File: src/rtl/spcc_pkg.sv
// ----------------------------------------------------------------------------
// spcc_pkg
// Types and constants shared by the slab partition cell classifier.
// ----------------------------------------------------------------------------
`default_nettype none
package spcc_pkg;

  localparam logic [12:0] MAX_CELLS_PER_DIM = 13'd4096;
  localparam logic [10:0] MAX_PARTITIONS    = 11'd1024;

  localparam logic [2:0] CFG_SPLIT_AXIS = 3'd0;
  localparam logic [2:0] CFG_PART_COUNT = 3'd1;
  localparam logic [2:0] CFG_GHOST      = 3'd2;
  localparam logic [2:0] CFG_CELLS_I    = 3'd3;
  localparam logic [2:0] CFG_CELLS_J    = 3'd4;
  localparam logic [2:0] CFG_CELLS_K    = 3'd5;
  localparam logic [2:0] CFG_PERIODIC   = 3'd6;

  localparam logic [1:0] ST_OK       = 2'd0;
  localparam logic [1:0] ST_CFG_BAD  = 2'd1;
  localparam logic [1:0] ST_PART_BAD = 2'd2;
  localparam logic [1:0] ST_CELL_BAD = 2'd3;

  localparam logic [1:0] AXIS_I = 2'd0;
  localparam logic [1:0] AXIS_J = 2'd1;

  typedef enum logic [3:0] {
    S_IDLE,
    S_CHECK,
    S_DIV1,
    S_RANGE1,
    S_RANGE2,
    S_GHOST,
    S_COUNT,
    S_DIV2,
    S_FINISH
  } state_t;

  typedef struct packed {
    logic capture;
    logic div_start;
    logic div_sel;     // 0: n / partition_count, 1: owner division
    logic save_base;
    logic calc_mul;
    logic calc_range;
    logic calc_ghost;
    logic calc_count;
    logic save_owner;
    logic load_out;
  } cmd_t;

  typedef struct packed {
    logic cfg_bad;
    logic part_bad;
    logic cell_bad;
    logic div_done;
  } stat_t;

endpackage
`default_nettype wire

File: src/rtl/spcc_div.sv
// ----------------------------------------------------------------------------
// spcc_div
// Restoring divider, 13-bit operands, one quotient bit per cycle.
// ----------------------------------------------------------------------------
`default_nettype none
module spcc_div (
  input  wire logic        clk,
  input  wire logic        rst,
  input  wire logic        start,
  input  wire logic [12:0] dividend,
  input  wire logic [12:0] divisor,
  output logic             done,
  output logic [12:0]      quotient,
  output logic [12:0]      remainder
);

  logic [3:0]  cnt;
  logic [13:0] shifted;
  logic        fits;

  assign shifted = {remainder, quotient[12]};
  assign fits    = shifted >= {1'b0, divisor};

  always_ff @(posedge clk) begin
    if (rst) begin
      cnt  <= '0;
      done <= 1'b0;
    end else begin
      done <= 1'b0;
      if (start) begin
        cnt <= 4'd13;
      end else if (cnt != '0) begin
        cnt <= cnt - 4'd1;
        if (cnt == 4'd1) begin
          done <= 1'b1;
        end
      end
    end
  end

  always_ff @(posedge clk) begin
    if (start) begin
      remainder <= '0;
      quotient  <= dividend;
    end else if (cnt != '0) begin
      if (fits) begin
        remainder <= 13'(shifted - {1'b0, divisor});
      end else begin
        remainder <= shifted[12:0];
      end
      quotient <= {quotient[11:0], fits};
    end
  end

endmodule
`default_nettype wire

File: src/rtl/spcc_datapath.sv
// ----------------------------------------------------------------------------
// spcc_datapath
// Configuration registers, slab arithmetic and the result register.
// ----------------------------------------------------------------------------
`default_nettype none
module spcc_datapath
  import spcc_pkg::*;
(
  input  wire logic        clk,
  input  wire logic        rst,
  input  wire cmd_t        cmd,
  output stat_t            stat,
  input  wire logic        cfg_we,
  input  wire logic [2:0]  cfg_index,
  input  wire logic [12:0] cfg_data,
  input  wire logic [11:0] cell_i,
  input  wire logic [11:0] cell_j,
  input  wire logic [11:0] cell_k,
  input  wire logic [9:0]  query_part,
  output logic [1:0]       status,
  output logic [9:0]       owner_part,
  output logic             is_owned,
  output logic             is_ghost,
  output logic             is_local,
  output logic [11:0]      range_begin,
  output logic [12:0]      range_end,
  output logic [36:0]      owned_count,
  output logic [36:0]      ghost_count
);

  logic [1:0]  split_axis;
  logic [10:0] partition_count;
  logic [11:0] ghost_depth;
  logic [12:0] cells_i, cells_j, cells_k;
  logic [2:0]  periodic_mask;

  logic [11:0] ci, cj, ck;
  logic [9:0]  q;
  logic [12:0] base, rem, qb, bigcells, b, e;
  logic [25:0] trans;
  logic [13:0] ghosts;
  logic        gflag;
  logic [36:0] own_cnt, gh_cnt;
  logic [9:0]  owner;

  logic [12:0] n, g, q13, coord13, big, width, b_calc, e_calc;
  logic [11:0] coord;
  logic        wrap, q_lt_rem, lo;
  logic [12:0] a0, a1;
  logic [25:0] trans_calc;
  logic [13:0] n14, b14, e14, c14, g14, m14, gw, d1, d2, gh_calc;
  logic        inr, gp;
  logic [38:0] own_prod, gh_prod;
  logic        div_done;
  logic [12:0] div_num, div_den, div_q, div_r;
  logic [1:0]  st_code;

  always_ff @(posedge clk) begin
    if (rst) begin
      split_axis      <= 2'd0;
      partition_count <= 11'd1;
      ghost_depth     <= 12'd0;
      cells_i         <= 13'd1;
      cells_j         <= 13'd1;
      cells_k         <= 13'd1;
      periodic_mask   <= 3'd0;
    end else if (cfg_we) begin
      case (cfg_index)
        CFG_SPLIT_AXIS: split_axis      <= cfg_data[1:0];
        CFG_PART_COUNT: partition_count <= cfg_data[10:0];
        CFG_GHOST:      ghost_depth     <= cfg_data[11:0];
        CFG_CELLS_I:    cells_i         <= cfg_data;
        CFG_CELLS_J:    cells_j         <= cfg_data;
        CFG_CELLS_K:    cells_k         <= cfg_data;
        CFG_PERIODIC:   periodic_mask   <= cfg_data[2:0];
        default: ;
      endcase
    end
  end

  always_comb begin
    case (split_axis)
      AXIS_I: begin
        n = cells_i; coord = ci; a0 = cells_j; a1 = cells_k; wrap = periodic_mask[0];
      end
      AXIS_J: begin
        n = cells_j; coord = cj; a0 = cells_i; a1 = cells_k; wrap = periodic_mask[1];
      end
      default: begin
        n = cells_k; coord = ck; a0 = cells_i; a1 = cells_j; wrap = periodic_mask[2];
      end
    endcase
  end

  assign stat.cfg_bad = (split_axis == 2'd3)
      || (cells_i == '0) || (cells_i > MAX_CELLS_PER_DIM)
      || (cells_j == '0) || (cells_j > MAX_CELLS_PER_DIM)
      || (cells_k == '0) || (cells_k > MAX_CELLS_PER_DIM)
      || (partition_count == '0) || (partition_count > MAX_PARTITIONS)
      || ({2'b0, partition_count} > n);
  assign stat.part_bad = {1'b0, q} >= partition_count;
  assign stat.cell_bad = ({1'b0, ci} >= cells_i) || ({1'b0, cj} >= cells_j)
      || ({1'b0, ck} >= cells_k);
  assign stat.div_done = div_done;

  assign g        = ({1'b0, ghost_depth} < n) ? {1'b0, ghost_depth} : n;
  assign q13      = {3'b0, q};
  assign q_lt_rem = q13 < rem;
  assign big      = base + 13'd1;
  assign coord13  = {1'b0, coord};
  assign lo       = coord13 < bigcells;
  assign width    = e - b;

  assign trans_calc = {13'b0, a0} * {13'b0, a1};
  assign b_calc     = qb + (q_lt_rem ? q13 : rem);
  assign e_calc     = b_calc + base + {12'b0, q_lt_rem};

  // ghost planes: closed form over the non-owned arc
  assign n14 = {1'b0, n};
  assign b14 = {1'b0, b};
  assign e14 = {1'b0, e};
  assign c14 = {2'b0, coord};
  assign g14 = {1'b0, g};
  assign m14 = n14 - (e14 - b14);
  assign gw  = {g, 1'b0};
  always_comb begin
    if (wrap) begin
      gh_calc = (m14 < gw) ? m14 : gw;
    end else begin
      gh_calc = ((g14 < b14) ? g14 : b14) + ((g14 < n14 - e14) ? g14 : n14 - e14);
    end
  end

  assign inr = (c14 >= b14) && (c14 < e14);
  assign d1  = (c14 < b14) ? b14 - c14 : b14 + n14 - c14;
  assign d2  = (c14 >= e14) ? c14 - e14 + 14'd1 : c14 + n14 - e14 + 14'd1;
  always_comb begin
    if (wrap) begin
      gp = (d1 <= g14) || (d2 <= g14);
    end else begin
      gp = ((c14 < b14) && (b14 - c14 <= g14)) || ((c14 >= e14) && (c14 - e14 < g14));
    end
  end

  assign own_prod = {26'b0, width} * {13'b0, trans};
  assign gh_prod  = {25'b0, ghosts} * {13'b0, trans};

  assign div_num = cmd.div_sel ? (lo ? coord13 : coord13 - bigcells) : n;
  assign div_den = cmd.div_sel ? (lo ? big : base) : {2'b0, partition_count};

  spcc_div u_div (
    .clk       (clk),
    .rst       (rst),
    .start     (cmd.div_start),
    .dividend  (div_num),
    .divisor   (div_den),
    .done      (div_done),
    .quotient  (div_q),
    .remainder (div_r)
  );

  always_ff @(posedge clk) begin
    if (cmd.capture) begin
      ci <= cell_i;
      cj <= cell_j;
      ck <= cell_k;
      q  <= query_part;
    end
    if (cmd.save_base) begin
      base <= div_q;
      rem  <= div_r;
    end
    if (cmd.calc_mul) begin
      qb       <= 13'(q13 * base);
      trans    <= trans_calc;
      bigcells <= 13'(rem * big);
    end
    if (cmd.calc_range) begin
      b <= b_calc;
      e <= e_calc;
    end
    if (cmd.calc_ghost) begin
      ghosts <= gh_calc;
      gflag  <= !inr && (g != '0) && gp;
    end
    if (cmd.calc_count) begin
      own_cnt <= own_prod[36:0];
      gh_cnt  <= gh_prod[36:0];
    end
    if (cmd.save_owner) begin
      owner <= lo ? div_q[9:0] : rem[9:0] + div_q[9:0];
    end
  end

  always_comb begin
    if (stat.cfg_bad) begin
      st_code = ST_CFG_BAD;
    end else if (stat.part_bad) begin
      st_code = ST_PART_BAD;
    end else if (stat.cell_bad) begin
      st_code = ST_CELL_BAD;
    end else begin
      st_code = ST_OK;
    end
  end

  always_ff @(posedge clk) begin
    if (cmd.load_out) begin
      status      <= st_code;
      owner_part  <= '0;
      is_owned    <= 1'b0;
      is_ghost    <= 1'b0;
      is_local    <= 1'b0;
      range_begin <= '0;
      range_end   <= '0;
      owned_count <= '0;
      ghost_count <= '0;
      if (st_code == ST_OK || st_code == ST_CELL_BAD) begin
        range_begin <= b[11:0];
        range_end   <= e;
        owned_count <= own_cnt;
        ghost_count <= gh_cnt;
      end
      if (st_code == ST_OK) begin
        owner_part <= owner;
        is_owned   <= owner == q;
        is_ghost   <= (owner != q) && gflag;
        is_local   <= (owner == q) || gflag;
      end
    end
  end

endmodule
`default_nettype wire

File: src/rtl/spcc_ctrl.sv
// ----------------------------------------------------------------------------
// spcc_ctrl
// Sequencer for one query and the result handshake.
// ----------------------------------------------------------------------------
`default_nettype none
module spcc_ctrl
  import spcc_pkg::*;
(
  input  wire logic  clk,
  input  wire logic  rst,
  input  wire logic  in_valid,
  output logic       in_ready,
  output logic       out_valid,
  input  wire logic  out_ready,
  input  wire stat_t stat,
  output cmd_t       cmd
);

  state_t state, state_next;

  always_ff @(posedge clk) begin
    if (rst) begin
      state     <= S_IDLE;
      out_valid <= 1'b0;
    end else begin
      state <= state_next;
      if (cmd.load_out) begin
        out_valid <= 1'b1;
      end else if (out_ready) begin
        out_valid <= 1'b0;
      end
    end
  end

  always_comb begin
    state_next = state;
    cmd        = '0;
    in_ready   = 1'b0;
    case (state)
      S_IDLE: begin
        in_ready = 1'b1;
        if (in_valid) begin
          cmd.capture = 1'b1;
          state_next  = S_CHECK;
        end
      end
      S_CHECK: begin
        if (stat.cfg_bad || stat.part_bad) begin
          state_next = S_FINISH;
        end else begin
          cmd.div_start = 1'b1;
          state_next    = S_DIV1;
        end
      end
      S_DIV1: begin
        if (stat.div_done) begin
          cmd.save_base = 1'b1;
          state_next    = S_RANGE1;
        end
      end
      S_RANGE1: begin
        cmd.calc_mul = 1'b1;
        state_next   = S_RANGE2;
      end
      S_RANGE2: begin
        cmd.calc_range = 1'b1;
        state_next     = S_GHOST;
      end
      S_GHOST: begin
        cmd.calc_ghost = 1'b1;
        state_next     = S_COUNT;
      end
      S_COUNT: begin
        cmd.calc_count = 1'b1;
        if (stat.cell_bad) begin
          state_next = S_FINISH;
        end else begin
          cmd.div_start = 1'b1;
          cmd.div_sel   = 1'b1;
          state_next    = S_DIV2;
        end
      end
      S_DIV2: begin
        cmd.div_sel = 1'b1;
        if (stat.div_done) begin
          cmd.save_owner = 1'b1;
          state_next     = S_FINISH;
        end
      end
      S_FINISH: begin
        if (!out_valid || out_ready) begin
          cmd.load_out = 1'b1;
          state_next   = S_IDLE;
        end
      end
      default: state_next = S_IDLE;
    endcase
  end

endmodule
`default_nettype wire

File: src/rtl/slab_partition_cell_classifier.sv
// Sequence: a bad configuration or partition goes to the result without the divider;
// a cell out of range takes one pass of the shared restoring divider, a valid cell two.
// Flow: one query in flight; the next is taken once the result is registered, so a
// waiting result does not block the input.
// Reset: rst (synchronous) restores the register defaults and empties the block.
// ----------------------------------------------------------------------------
// slab_partition_cell_classifier
// Balanced slab split of a 3-D grid with ghost layers; classifies one cell.
// ----------------------------------------------------------------------------
`default_nettype none
module slab_partition_cell_classifier
  import spcc_pkg::*;
(
  input  wire logic        clk,
  input  wire logic        rst,
  input  wire logic        cfg_valid,
  output logic             cfg_ready,
  input  wire logic [2:0]  cfg_index,
  input  wire logic [12:0] cfg_data,
  input  wire logic        in_valid,
  output logic             in_ready,
  input  wire logic [11:0] cell_i,
  input  wire logic [11:0] cell_j,
  input  wire logic [11:0] cell_k,
  input  wire logic [9:0]  query_part,
  output logic             out_valid,
  input  wire logic        out_ready,
  output logic [1:0]       status,
  output logic [9:0]       owner_part,
  output logic             is_owned,
  output logic             is_ghost,
  output logic             is_local,
  output logic [11:0]      range_begin,
  output logic [12:0]      range_end,
  output logic [36:0]      owned_count,
  output logic [36:0]      ghost_count
);

  cmd_t  cmd;
  stat_t stat;

  assign cfg_ready = 1'b1;

  spcc_ctrl u_ctrl (
    .clk       (clk),
    .rst       (rst),
    .in_valid  (in_valid),
    .in_ready  (in_ready),
    .out_valid (out_valid),
    .out_ready (out_ready),
    .stat      (stat),
    .cmd       (cmd)
  );

  spcc_datapath u_dp (
    .clk         (clk),
    .rst         (rst),
    .cmd         (cmd),
    .stat        (stat),
    .cfg_we      (cfg_valid),
    .cfg_index   (cfg_index),
    .cfg_data    (cfg_data),
    .cell_i      (cell_i),
    .cell_j      (cell_j),
    .cell_k      (cell_k),
    .query_part  (query_part),
    .status      (status),
    .owner_part  (owner_part),
    .is_owned    (is_owned),
    .is_ghost    (is_ghost),
    .is_local    (is_local),
    .range_begin (range_begin),
    .range_end   (range_end),
    .owned_count (owned_count),
    .ghost_count (ghost_count)
  );

endmodule
`default_nettype wire

File: config.mk
export PLATFORM = sky130hd
export DESIGN_NAME = slab_partition_cell_classifier
export DESIGN_NICKNAME = d
export VERILOG_FILES = /design/src/rtl/spcc_pkg.sv /design/src/rtl/spcc_div.sv /design/src/rtl/spcc_datapath.sv /design/src/rtl/spcc_ctrl.sv /design/src/rtl/slab_partition_cell_classifier.sv
export SDC_FILE = /design/constraint.sdc
export NUM_CORES = 2
export LEC_CHECK = 0
export ABC_AREA = 1
export BUFFER_PORTS_ARGS = -buffer_cell sky130_fd_sc_hd__buf_2
export CELL_PAD_IN_SITES_DETAIL_PLACEMENT = 1
export CELL_PAD_IN_SITES_GLOBAL_PLACEMENT = 2
export CORE_ASPECT_RATIO = 0.8
export CORE_UTILIZATION = 44
export CTS_BUF_LIST = sky130_fd_sc_hd__clkbuf_2
export DETAILED_ROUTE_END_ITERATION = 12
export GPL_ROUTABILITY_DRIVEN = 0
export PLACE_DENSITY = 0.92
export SLEW_MARGIN = 30
export SYNTH_ARGS = -nofsm -noshare
export SYNTH_HDL_FRONTEND = slang
export SYNTH_SLANG_ARGS = --single-unit
File: constraint.sdc
create_clock -name clk -period 15.56 [get_ports clk]
set_input_delay 0.778 -clock clk [delete_from_list [all_inputs] [get_ports clk]]
set_output_delay 0.778 -clock clk [all_outputs]
set_load 0.005 [all_outputs]
==> flow_metrics.py <==
metrics = {
    "finish": {
        "layout_common_cells": "1616 x inv_1, 1591 x nand2_1, 809 x fa_1, 624 x ha_1, 575 x nor2_1",
        "drive_gt1_frac": 0.0689,
        "seqCellArea_mm2": 0.0131,
        "nets": 9415,
        "multi_input_area_mm2": 0.0423,
        "final_common_cell": "inv_1",
        "area_growth_pct": 9.43,
        "fillers": 17164,
    },
    "clock_tree": {
        "cts_tree": "built",
        "cts_sinks": 466,
        "post-cts-setup-buffers": 0,
        "cts_buffer_depth": 3,
        "cts_made_buffers": 132,
        "cts.repair.resized": 0,
        "cts_max_level": 4,
        "insertion_delay_ns": 1.79,
        "root_buffer": "clkbuf_2",
        "cts.clk_slew.worst_paths_ns": 0.13,
    },
    "worst_setup_path": {
        "worstSetupStartpointType": "flip-flop",
        "crit_required_ns": 17.05,
        "timing.rr.start": "u_dp.split_axis[1]$_SDFFE_PP0P_",
        "r2r_end": "u_dp.ghosts[10]$_DFFE_PP_",
        "cp_max_fo": 43,
        "cp_slowest_cell": "o221ai_1",
        "r2r_cells": 38,
        "reg2reg_setup_slack_ns": 6.74,
        "path_buf_inv": 6,
        "max_stage_delay_ns": 0.96,
        "crit_type": "reg -> reg",
        "crit_arrival_ns": 10.31,
        "crit_top_cell": "nand2_1",
        "endpoint_kind": "flip-flop",
        "path_delay_family": "compound AO/OA/AOI/OAI gates",
    },
    "job": {
        "maxCapViolCount": 0,
    },
    "min_path": {
        "hold_path.class": "in -> reg",
        "whs_path_depth": 4,
        "hold_end": "u_dp.partition_count[6]$_SDFFE_PP0P_",
        "hp-start": "cfg_data[6]",
    },
    "floorplanning": {
        "placementRows": 123,
        "die_y_um": 339,
        "die_area_mm2": 0.143,
        "die_w_um": 423,
        "ios": 184,
        "core-area_mm2": 0.141,
        "initial_core_util": 0.444,
    },
    "grt": {
        "grt_max_degree": 78,
        "antenna_found_initial": 8,
        "first_global_vias": 58617,
        "overflow": 0,
        "track_usage": 0.315,
        "grt_pass1_wl_mm": 344,
    },
    "synthesis": {
        "yosys_most_used_dff": "edfxtp_1",
        "async_reset_ff_frac": 0,
        "synth.cell_area_mm2": 0.0624,
        "syn_inst": 7583,
        "synth_enable_flop_cells": 376,
        "synth_cell_types": 65,
        "avgSynthCellArea_um2": 8.23,
        "yosysSeqAreaShare": 0.210,
        "ys_ff_latch": 466,
        "yosys_warnings": 0,
    },
    "pwr": {
        "ir_drop_uv": 234,
        "leakage_nw": 34.8,
        "power_w": 0.0102,
        "p_per_area_mw_per_mm2": 150,
    },
    "routing": {
        "first_iter_violations": 4009,
        "remaining_drc_errors": 0,
        "first_pass_iters": 6,
        "wl_mm": 224,
        "wl_per_cell_um": 22.6,
        "num_vias": 54297,
        "drt-vias-per-instance": 5.49,
        "ant_nets": 0,
    },
    "run_status": {
        "run_status": "completed",
    },
    "timing": {
        "drv_slew": 0,
        "slew_headroom": 0.121,
        "period_needed_ns": 8.82,
        "finalSetupTns_ns": 0,
        "final-hold-violation-count": 0,
        "fin_skew_ns": 0.175,
        "maxClockFrequency_mhz": 113,
        "setup_viol": 0,
        "worst_pin_slew_ns": 1.32,
        "post-route-period-util": 0.567,
        "grt_setup_unrepaired": "no",
    },
    "placed_design": {
        "dp_hpwl_mm": 177,
        "io_buffers": 182,
    },
}
## flip-flops by register name (all words and copies together), names as in the netlist, 14 cells and up
signal and flops:
u_dp.ghost_count 37, u_dp.trans 26, u_dp.ghosts 14, u_dp.owned_count 37, u_dp.gh_cnt 37, u_dp.own_cnt 37
## synthesized netlist by cell type, drive strengths merged (11+ instances only)
| library cell | count | area, um^2 |
|---|---|---|
| a211oi | 14 | 120 |
| a21o | 21 | 158 |
| a21oi | 429 | 2150 |
| a31oi | 24 | 150 |
| buf | 33 | 209 |
| clkbuf | 200 | 752 |
| clkinv | 15 | 56.3 |
| dfxtp | 90 | 1800 |
| edfxtp | 376 | 11300 |
| fa | 809 | 16200 |
| ha | 625 | 7820 |
| inv | 1625 | 6100 |
| nand2 | 1607 | 6090 |
| nand3 | 158 | 803 |
| nand3b | 18 | 135 |
| nand4 | 61 | 388 |
| nor2 | 585 | 2230 |
| nor3 | 58 | 290 |
| nor4 | 18 | 113 |
| o211ai | 29 | 223 |
| o21a | 36 | 270 |
| o21ai | 380 | 1920 |
| o21bai | 19 | 143 |
| o22a | 11 | 96.3 |
| or2 | 20 | 125 |
| xnor2 | 83 | 727 |
| xor2 | 175 | 1550 |
## metrics by stage
| step | std cells | area (um^2) | setup slack, ns | hold WS (ns) | util |
|---|---|---|---|---|---|
| after floorplan | 7591 | 62400 | 6.25 | 0.426 | - |
| after global placement | 9507 | 65500 | 7.37 | 0.437 | 0.466 |
| after detailed placement | 9511 | 65500 | 7.20 | 0.463 | 0.466 |
| after CTS | 9876 | 68300 | 7.18 | 0.0257 | 0.485 |
| after global routing | 9885 | 68300 | 6.42 | 0.118 | 0.485 |
| final | 9889 | 68300 | 6.74 | 0.241 | 0.486 |
## metal layers
metal	part of all wire	wire length, um	vias up	global-route usage
met5	0.000098	22	-	0
met4	0.027	6010	4	0.0915
met1	0.44	99300	27533	0.439
met3	0.098	21900	415	0.0863
met2	0.43	96400	1999	0.476
li1	-	-	24346	-
## power by group
part / switching [W] / total, W / internal (W)
logic: 0.00470 / 0.00722 / 0.00252
registers: 0.000130 / 0.00195 / 0.00182
clock network: 0.000647 / 0.00108 / 0.000430
total: 0.00548 / 0.0102 / 0.00477
## cell families after synthesis
logic type / share of synthesized area
buffers and inverters: 0.114
other: 0.000120
muxes: 0.000160
adders and majority gates: 0.385
xor gates and xnor gates: 0.0364
DFF: 0.210
and+or+nand+nor: 0.164
AOI/OAI and AO/OA: 0.0907
## final cells by class
type                    instances  area share
flip-flops and latches        466       0.192
repair buffers                422      0.0452
multi-input cells            5252       0.619
clock inverters                50     0.00645
diodes                         13    0.000476
well taps                    1875      0.0343
inverters                    1640      0.0901
clock buffers                 171      0.0125
## worst max-delay path by stage
| stage | from | end | cells past startpoint |
|---|---|---|---|
| 2_1_floorplan | u_ctrl.state[2]$_SDFFE_PP0P_ | u_dp.u_div.remainder[0]$_SDFFE_PP0N_ | 24 |
| 3_3_place_gp | u_dp.split_axis[1]$_SDFFE_PP0P_ | u_dp.ghosts[10]$_DFFE_PP_ | 38 |
| 3_5_place_dp | u_dp.split_axis[1]$_SDFFE_PP0P_ | u_dp.ghosts[10]$_DFFE_PP_ | 38 |
| 4_1_cts | u_dp.split_axis[1]$_SDFFE_PP0P_ | u_dp.ghosts[10]$_DFFE_PP_ | 38 |
| 5_1_grt | u_dp.split_axis[1]$_SDFFE_PP0P_ | u_dp.ghosts[10]$_DFFE_PP_ | 38 |
| 6_report | u_dp.split_axis[1]$_SDFFE_PP0P_ | u_dp.ghosts[10]$_DFFE_PP_ | 38 |
## worst register-to-register path: cells and delay by family, from the launching register on
| family | cells | cell delay, ns |
|---|---|---|
| compound gates | 11 | 3.01 |
| fa+ha+maj | 4 | 1.31 |
| buf+inv | 6 | 1.63 |
| flops | 1 | 0.32 |
| simple gates | 17 | 2.34 |
## what timing repair did
item / in CTS / in global routing
endpoints found under the setup margin: 0 / 0
endpoints found under the hold margin: 180 / 0
hold buffers: 144 / 0
No activity file was read; power rests on OpenSTA's default activity.
